==> src/poi_pkg.sv <==
// Shared types and constants for the planar odometry integrator.
// No dependencies; ctrl, dpath, top and bench all import it.
package poi_pkg;

	localparam int unsigned ITER_W     = 5;
	localparam int unsigned DIV_CYCLES = 6;
	localparam int unsigned CNT_W      = 5;
	localparam logic [18:0] TWO_PI_Q16 = 19'd411775;
	localparam logic signed [27:0] PI_Q24      = 28'sd52707179;
	localparam logic signed [27:0] HALF_PI_Q24 = 28'sd26353589;
	localparam logic signed [27:0] TWO_PI_Q24  = 28'sd105414357;
	localparam logic signed [32:0] CORDIC_K_Q30 = 33'sd652032874;
	localparam logic [20:0] MILLION    = 21'd1000000;
	localparam logic [30:0] RECIP_Q44  = 31'd1125899907;
	localparam logic [56:0] HALF_MILLION = 57'd500000;
	localparam logic signed [57:0] STEP_LIM = 58'sd2147483648;
	localparam logic signed [65:0] ROUND_Q30 = 66'sd536870912;

	typedef enum logic [16:0] {
		ST_IDLE   = 17'h00001,
		ST_DECODE = 17'h00002,
		ST_MULV   = 17'h00004,
		ST_DINIT  = 17'h00008,
		ST_DSTEP  = 17'h00010,
		ST_DEND   = 17'h00020,
		ST_HEAD   = 17'h00040,
		ST_CINIT  = 17'h00080,
		ST_CSTEP  = 17'h00100,
		ST_R0     = 17'h00200,
		ST_R1     = 17'h00400,
		ST_R2     = 17'h00800,
		ST_R3     = 17'h01000,
		ST_R4     = 17'h02000,
		ST_R5     = 17'h04000,
		ST_DONE   = 17'h08000,
		ST_WAIT   = 17'h10000
	} state_t;

	typedef enum logic [4:0] {
		OP_NONE, OP_LOAD, OP_SET, OP_SKIP, OP_START, OP_MULV, OP_DINIT, OP_DSTEP,
		OP_DEND, OP_HEAD, OP_CINIT, OP_CSTEP, OP_R0, OP_R1, OP_R2, OP_R3, OP_R4,
		OP_R5, OP_OUT
	} op_t;

	typedef enum logic [1:0] {
		AX_X = 2'd0,
		AX_Y = 2'd1,
		AX_W = 2'd2
	} axis_t;

	typedef struct packed {
		op_t              op;
		axis_t            axis;
		logic [ITER_W-1:0] iter;
	} cmd_t;

	typedef struct packed {
		logic kind;
	} status_t;

	function automatic logic signed [27:0] atan_q24(input logic [ITER_W-1:0] i);
		logic signed [27:0] r;
		case (i)
			5'd0:  r = 28'sd13176795;
			5'd1:  r = 28'sd7778716;
			5'd2:  r = 28'sd4110060;
			5'd3:  r = 28'sd2086331;
			5'd4:  r = 28'sd1047214;
			5'd5:  r = 28'sd524117;
			5'd6:  r = 28'sd262123;
			5'd7:  r = 28'sd131069;
			5'd8:  r = 28'sd65536;
			5'd9:  r = 28'sd32768;
			5'd10: r = 28'sd16384;
			5'd11: r = 28'sd8192;
			5'd12: r = 28'sd4096;
			5'd13: r = 28'sd2048;
			5'd14: r = 28'sd1024;
			5'd15: r = 28'sd512;
			5'd16: r = 28'sd256;
			5'd17: r = 28'sd128;
			5'd18: r = 28'sd64;
			5'd19: r = 28'sd32;
			5'd20: r = 28'sd16;
			5'd21: r = 28'sd8;
			5'd22: r = 28'sd4;
			5'd23: r = 28'sd2;
			default: r = 28'sd0;
		endcase
		return r;
	endfunction

	function automatic logic signed [31:0] sat_add(input logic signed [31:0] p,
			input logic signed [65:0] acc);
		logic signed [65:0] s;
		s = 66'(p) + (acc >>> 30);
		if (s > 66'sd2147483647)
			return 32'sh7FFFFFFF;
		else if (s < -66'sd2147483648)
			return 32'sh80000000;
		return s[31:0];
	endfunction

endpackage

==> src/poi_ctrl.sv <==
// Sequencer: handshakes, skip counter, config register, step counters.
// Depends on poi_pkg.
module poi_ctrl #(
	parameter int CORDIC_STEPS = 16
) (
	input  logic             clk,
	input  logic             arst_n,
	input  logic             cfg_wr_en,
	input  logic [7:0]       cfg_wr_data,
	input  logic             in_valid,
	output logic             in_ready,
	output logic             out_valid,
	input  logic             out_ready,
	input  poi_pkg::status_t status,
	output poi_pkg::cmd_t    cmd
);
	import poi_pkg::*;

	localparam logic [CNT_W-1:0] DIV_LAST = CNT_W'(DIV_CYCLES - 1);
	localparam logic [CNT_W-1:0] CORD_LAST = CNT_W'(CORDIC_STEPS - 1);

	state_t            state_q, state_d;
	logic [7:0]        ignore_q, skipped_q;
	logic [CNT_W-1:0]  cnt_q;
	axis_t             axis_q;
	logic              out_valid_q;

	assign in_ready  = (state_q == ST_IDLE);
	assign out_valid = out_valid_q;

	always_comb begin
		state_d  = state_q;
		cmd.op   = OP_NONE;
		cmd.axis = axis_q;
		cmd.iter = cnt_q[ITER_W-1:0];
		case (state_q)
			ST_IDLE: begin
				if (in_valid) begin
					cmd.op  = OP_LOAD;
					state_d = ST_DECODE;
				end
			end
			ST_DECODE: begin
				if (status.kind) begin
					cmd.op  = OP_SET;
					state_d = ST_DONE;
				end else if (skipped_q < ignore_q) begin
					cmd.op  = OP_SKIP;
					state_d = ST_DONE;
				end else begin
					cmd.op  = OP_START;
					state_d = ST_MULV;
				end
			end
			ST_MULV: begin
				cmd.op  = OP_MULV;
				state_d = ST_DINIT;
			end
			ST_DINIT: begin
				cmd.op  = OP_DINIT;
				state_d = ST_DSTEP;
			end
			ST_DSTEP: begin
				cmd.op = OP_DSTEP;
				if (cnt_q == DIV_LAST)
					state_d = ST_DEND;
			end
			ST_DEND: begin
				cmd.op  = OP_DEND;
				state_d = (axis_q == AX_W) ? ST_HEAD : ST_MULV;
			end
			ST_HEAD: begin
				cmd.op  = OP_HEAD;
				state_d = ST_CINIT;
			end
			ST_CINIT: begin
				cmd.op  = OP_CINIT;
				state_d = ST_CSTEP;
			end
			ST_CSTEP: begin
				cmd.op = OP_CSTEP;
				if (cnt_q == CORD_LAST)
					state_d = ST_R0;
			end
			ST_R0: begin
				cmd.op  = OP_R0;
				state_d = ST_R1;
			end
			ST_R1: begin
				cmd.op  = OP_R1;
				state_d = ST_R2;
			end
			ST_R2: begin
				cmd.op  = OP_R2;
				state_d = ST_R3;
			end
			ST_R3: begin
				cmd.op  = OP_R3;
				state_d = ST_R4;
			end
			ST_R4: begin
				cmd.op  = OP_R4;
				state_d = ST_R5;
			end
			ST_R5: begin
				cmd.op  = OP_R5;
				state_d = ST_DONE;
			end
			ST_DONE: begin
				if (!out_valid_q || out_ready) begin
					cmd.op  = OP_OUT;
					state_d = ST_IDLE;
				end else begin
					state_d = ST_WAIT;
				end
			end
			ST_WAIT: begin
				if (out_ready) begin
					cmd.op  = OP_OUT;
					state_d = ST_IDLE;
				end
			end
			default: state_d = ST_IDLE;
		endcase
	end

	always_ff @(posedge clk or negedge arst_n) begin
		if (!arst_n) begin
			state_q     <= ST_IDLE;
			ignore_q    <= '0;
			skipped_q   <= '0;
			cnt_q       <= '0;
			axis_q      <= AX_X;
			out_valid_q <= 1'b0;
		end else begin
			state_q <= state_d;
			if (cfg_wr_en)
				ignore_q <= cfg_wr_data;
			if (cmd.op == OP_SKIP)
				skipped_q <= skipped_q + 8'd1;
			if (cmd.op == OP_START)
				axis_q <= AX_X;
			else if (cmd.op == OP_DEND && axis_q == AX_X)
				axis_q <= AX_Y;
			else if (cmd.op == OP_DEND && axis_q == AX_Y)
				axis_q <= AX_W;
			if (cmd.op == OP_DSTEP || cmd.op == OP_CSTEP)
				cnt_q <= cnt_q + CNT_W'(1);
			else
				cnt_q <= '0;
			if (cmd.op == OP_OUT)
				out_valid_q <= 1'b1;
			else if (out_ready)
				out_valid_q <= 1'b0;
		end
	end
endmodule

==> config.mk <==
export PLATFORM = sky130hd
export DESIGN_NAME = poi_ctrl
export DESIGN_NICKNAME = d
export VERILOG_FILES = /design/src/poi_pkg.sv /design/src/poi_ctrl.sv
export SDC_FILE = /design/constraint.sdc
export NUM_CORES = 1
export LEC_CHECK = 0
export BUFFER_PORTS_ARGS = -buffer_cell sky130_fd_sc_hd__buf_2
export CORE_UTILIZATION = 39
export DETAILED_ROUTE_END_ITERATION = 10
export SLEW_MARGIN = 20
export SYNTH_ARGS = -nofsm -noshare
export SYNTH_HDL_FRONTEND = slang
export SYNTH_SLANG_ARGS = --single-unit
export TNS_END_PERCENT = 100
==> constraint.sdc <==
create_clock -name clk -period 3.5 [get_ports clk]
set_clock_uncertainty 0.15 [all_clocks]
set_input_delay 0.35 -clock clk [delete_from_list [all_inputs] [get_ports clk]]
set_output_delay 0.35 -clock clk [all_outputs]
set_load 0.005 [all_outputs]
== Word-level counts from Yosys, hierarchy flattened ==
Cells that the tools add are included.
Storage, ports and cells
  memories kept: 0
  bits in latches: 0
  flip-flop bits (word level): 41
  memory bits (read-only): 0
  memory bits (writable): 0
  output and inout port bits: 14
Operators by class
  order comparisons: 1
  divide/modulo/power cells: 0
  reductions and logical operators: 9
  shift-type cells: 0
  equality and inequality tests: 31
  multiply operators: 0
  multiplexer cells: 21
  bitwise logic cells: 0
  add/sub/neg operators: 2
Operators with widths (number)
  $pmux 17 s17: 1
  $mux 17: 5
  $pmux 5 s17: 1
  $mux 16: 2
  $eq 17x1->1 const B: 1
  $eq 17x10->1 const B: 1
  $eq 17x11->1 const B: 1
  $eq 17x12->1 const B: 1
  $eq 17x13->1 const B: 1
  $eq 17x14->1 const B: 1
  $eq 17x15->1 const B: 1
  $eq 17x16->1 const B: 1
  $eq 17x17->1 const B: 1
  $eq 17x2->1 const B: 1
  $eq 17x3->1 const B: 1
  $eq 17x4->1 const B: 1
  $eq 17x5->1 const B: 1
  $eq 17x6->1 const B: 1
  $eq 17x7->1 const B: 1
  $eq 17x8->1 const B: 1
  $eq 17x9->1 const B: 1
  $eq 5x3->1 const B: 3
  $eq 5x4->1 const B: 3
  $mux 5: 3
  other kinds (19): 29

== Logic depth before layout (Yosys ltp) ==
  depth in word-level cells: 9
  depth in mapped cells: 9

== Worst setup path before layout ==
No wires, ideal clock.
  path type: register to output
  from: register skipped_q[2]
  to: output port cmd[9] (netlist bit)
  data arrival time: 2038 ps
  required time: 3000 ps
  slack: 962 ps
  cell stages (with the launch flop): 7
  cells stage by stage: dfrtp_1 ha_1 a211oi_1 o21ai_0 a41oi_1 nor3b_1 or4_1
RTL lines
  start, declared: RTL line poi_ctrl.sv:23  | logic [7:0] ignore_q, skipped_q;
  start signal, assigned: RTL line poi_ctrl.sv:140  | skipped_q <= skipped_q + 8'd1;
  end, declared: RTL line poi_ctrl.sv:15  | output poi_pkg::cmd_t cmd

==> summary.txt <==
Drt
  – Vias: 1,884
  – Post-DRT Antenna Nets: 0
  – Vias per cell: ~5.6
  – # DRC: 0
  – 1st-iter DRT viols: 119
  – First-pass DRT Iterations: 4
  – Routed WL: slightly above 5000 µm
  – Wire per inst: between 15 and 20 µm

Critical path
  – Kind of critical path: reg -> out
  – RR Endpoint: skipped_q[7]$_DFFE_PN0N_
  – R2R Path Start: skipped_q[2]$_DFFE_PN0N_
  – CP arrival: between 2 and 3 ns
  – Crit-path slowest cell: a41oi_1
  – Worst setup endpoint: cmd[9]
  – Crit end category: output port
  – Max stage delay on crit path: around 0.54 ns
  – Required time worst endpoint: 3.00 ns
  – Crit. Startpoint: skipped_q[2]$_DFFE_PN0N_
  – Worst path cell trace: ha_1, a211oi_1, o21ai_0, a41oi_1, nor3b_1, or4_1, buf_2
  – Reg2Reg Setup Slack: 0.75 ns
  – Crit path max fanout: 6
  – WP depth: 7
  – Buffers and inverters on the worst path: 1
  – Worst path top cell family by delay: compound AO/OA/AOI/OAI gates
  – R2R depth: 7
  – Setup crit start kind: flip-flop

Synthesis
  – Yosys warning count: 0
  – Syn nets: 259
  – Cell taking the most area after synthesis: dfrtp_1
  – Synth top area share: between 40% and 50%
  – Avg Inst Size Synth: between 10 and 15 µm²
  – Most common cell in the netlist: dfrtp_1
  – Sequential share of the synthesized area: ~44%
  – Netlist cell types: between 50 and 60
  – EDFF count, synth: 0
  – Area contributors post-synth: dfrtp_1 (43%), ha_1 (5.8%), xnor2_1 (3.0%)
  – Commonest cells in the netlist: dfrtp_1 (40), inv_1 (18), nand2_1 (18), nor2_1 (16), o21ai_0 (13)
  – Synthesized area: 0.00235 mm²
  – Synth async-reset ratio: 100%
  – Top FF cell, synth: dfrtp_1
  – Synth Register Bits: 41
  – Syn Inst Count: approximately 230

Clock network
  – Level count of the clock H-tree: 2
  – Total CTS buffers: 5
  – CTS root buffer: clkbuf_8
  – Post-CTS sizing: 0
  – CTS tree: done
  – # hold bufs at CTS: 0
  – Clock Path Buffers: 2
  – Clk Latency, worst-skew pair: about 0.3 ns
  – # clock sinks: between 40 and 50
  – Post-CTS Setup Bufs: 0
  – Worst-path clk slew: around 0.090 ns

Cells and area
  – Area added between synthesis and finish: 12.8%
  – Diode count: 0
  – Final #Nets: a little under 300
  – Proportion of layout cells with a drive suffix above 1: 18.5%

Floorplan
  – Initial cell density of the core: around 41%
  – Die height: about 80 µm
  – Core area: between 0.005 and 0.006 mm²
  – Die ar.: about 0.0063 mm²
  – # rows: 27
  – Die width: roughly 80 µm
  – I/O pin count: 28

Power
  – Psw: between 0.4 and 0.5 mW
  – Leakage: roughly 1.3 nW
  – Sw Ratio: between 30% and 40%
  – Flop pwr share: 44.8%
  – Int Power: 0.831 mW
  – Pwr dens: between 400 and 500 mW/mm²
  – Comb power frac: 31.3%
  – Final Power: around 1.3 mW
  – Clock Power Share: between 20% and 30%
  – Worst IR Drop VDD: 0.357 mV

STA
  – Setup TNS: 0 ns
  – Worst slew margin: between 30% and 40%
  – Final Critical Period: approximately 3.3 ns
  – Endpoints failing setup: 0
  – Unrepaired setup endpoints after global routing: false
  – Worst Hold Slack: between 0.03 and 0.04 ns
  – Setup ws final: between 0.15 and 0.2 ns
  – Highest clock rate: 0.301 GHz
  – Count of final hold-check violations: 0
  – Worst-Margin Slew: between 0.9 and 1 ns
  – Max-slew violations: 0
  – Final worst path period share: 94.8%

Global routing
  – Global route hottest layer: met2
  – M2 GR Usage: between 20% and 30%
  – Number of global-route vias before repair: around 1,800
  – First-pass GRT wire length: about 8900 µm
  – GRT Overall Usage: between 10% and 20%
  – Met1 usage: between 20% and 30%
  – Initial antenna violation count: 0
  – Pin count of the biggest net entering global routing: 42
  – Global route overflow: 0
  – Routing usage on met3: 4.34%

Placement
  – Detailed placement HPWL: around 3700 µm
  – PortBufs: 27
  – Routability congestion estimate: approximately 0.86
  – Worst slack, placed: roughly 0.36 ns

Min path
  – Worst min-delay path class: in -> async

Flow run
  – Max_cap viols: 0

Outcome
  – Status: finished clean
==> final cells by class <==
| class | instances | area, µm² |
|---|---|---|
| sequential | 41 | 1030 |
| inverter | 18 | 67.6 |
| clock inverter | 3 | 17.5 |
| tap | 72 | 90.1 |
| multi-input combinational | 170 | 1240 |
| timing repair buffer | 28 | 143 |
| clock buffer | 5 | 68.8 |
| fill | 566 | 3020 |
==> metrics by stage <==
step / util, % / cell area [µm²] / cells
after global routing: 46.8 / 2650 / 337
after floorplan: - / 2350 / 234
final: 46.8 / 2650 / 337
after detailed placement: 45.1 / 2560 / 329
after global placement: 45.1 / 2560 / 329
after CTS: 46.6 / 2650 / 337
==> power groups by stage <==
| stage | clock (mW) | combinational [mW] | sequential (mW) |
|---|---|---|---|
| 4_1_cts | 0.322 | 0.406 | 0.589 |
| 3_3_place_gp | 0 | 0.404 | 0.595 |
| 5_1_grt | 0.338 | 0.463 | 0.600 |
| 3_5_place_dp | 0 | 0.403 | 0.598 |
| 2_1_floorplan | 0 | 0.287 | 0.584 |
| 6_report | 0.314 | 0.412 | 0.589 |
==> registers in the layout (all words and copies together) (netlist names) <==
signal,cells
skipped_q,8
state_q,17
cnt_q,5
ignore_q,8
out_valid,1
axis_q,2
==> per-layer routing <==
metal,vias to the layer above,part of all wire [%]
li1,929,-
met1,898,51
met2,47,42
met3,10,4.9
met4,0,2.0
met5,-,0
==> worst min path at each step <==
stage          slack, ns                        to  depth (start not counted)                      from
6_report            0.04   ignore_q[0]$_DFFE_PN0P_                          1                    arst_n
5_1_grt             0.09   state_q[16]$_DFFE_PN0P_                          2                 out_ready
4_1_cts             0.07   state_q[16]$_DFFE_PN0P_                          2                 out_ready
3_5_place_dp        0.35  skipped_q[6]$_DFFE_PN0N_                          1  skipped_q[6]$_DFFE_PN0N_
3_3_place_gp        0.34   ignore_q[0]$_DFFE_PN0P_                          1   ignore_q[0]$_DFFE_PN0P_
2_1_floorplan       -0.1     axis_q[0]$_DFFE_PN0P_                          0                    arst_n
==> cell usage in the layout, fill, tap and decap left out, types with 5 or more instances in the layout <==
| cell | count |
|---|---|
| buf_2 | 27 |
| nor4_1 | 10 |
| o21ai_0 | 12 |
| nand2_1 | 18 |
| clkbuf_8 | 5 |
| nand4_1 | 10 |
| xnor2_1 | 8 |
| nand2b_1 | 8 |
| xor2_1 | 6 |
| dfrtp_1 | 40 |
| nor2_1 | 16 |
| inv_1 | 18 |
| ha_1 | 11 |
| a21oi_1 | 6 |
==> cells by family (layout without fill, tap and decap cells) <==
| family | count (synthesis) | after routing | share of synthesized area [%] |
|---|---|---|---|
| buf+inv | 23 | 54 | 4.04 |
| flops | 41 | 41 | 43.6 |
| mux | 2 | 2 | 0.957 |
| xor+xnor | 15 | 15 | 5.90 |
| fa+ha+maj | 11 | 11 | 5.85 |
| compound gates | 37 | 37 | 10.4 |
| simple gates | 105 | 105 | 29.2 |
(Power assumes the default switching activity.)
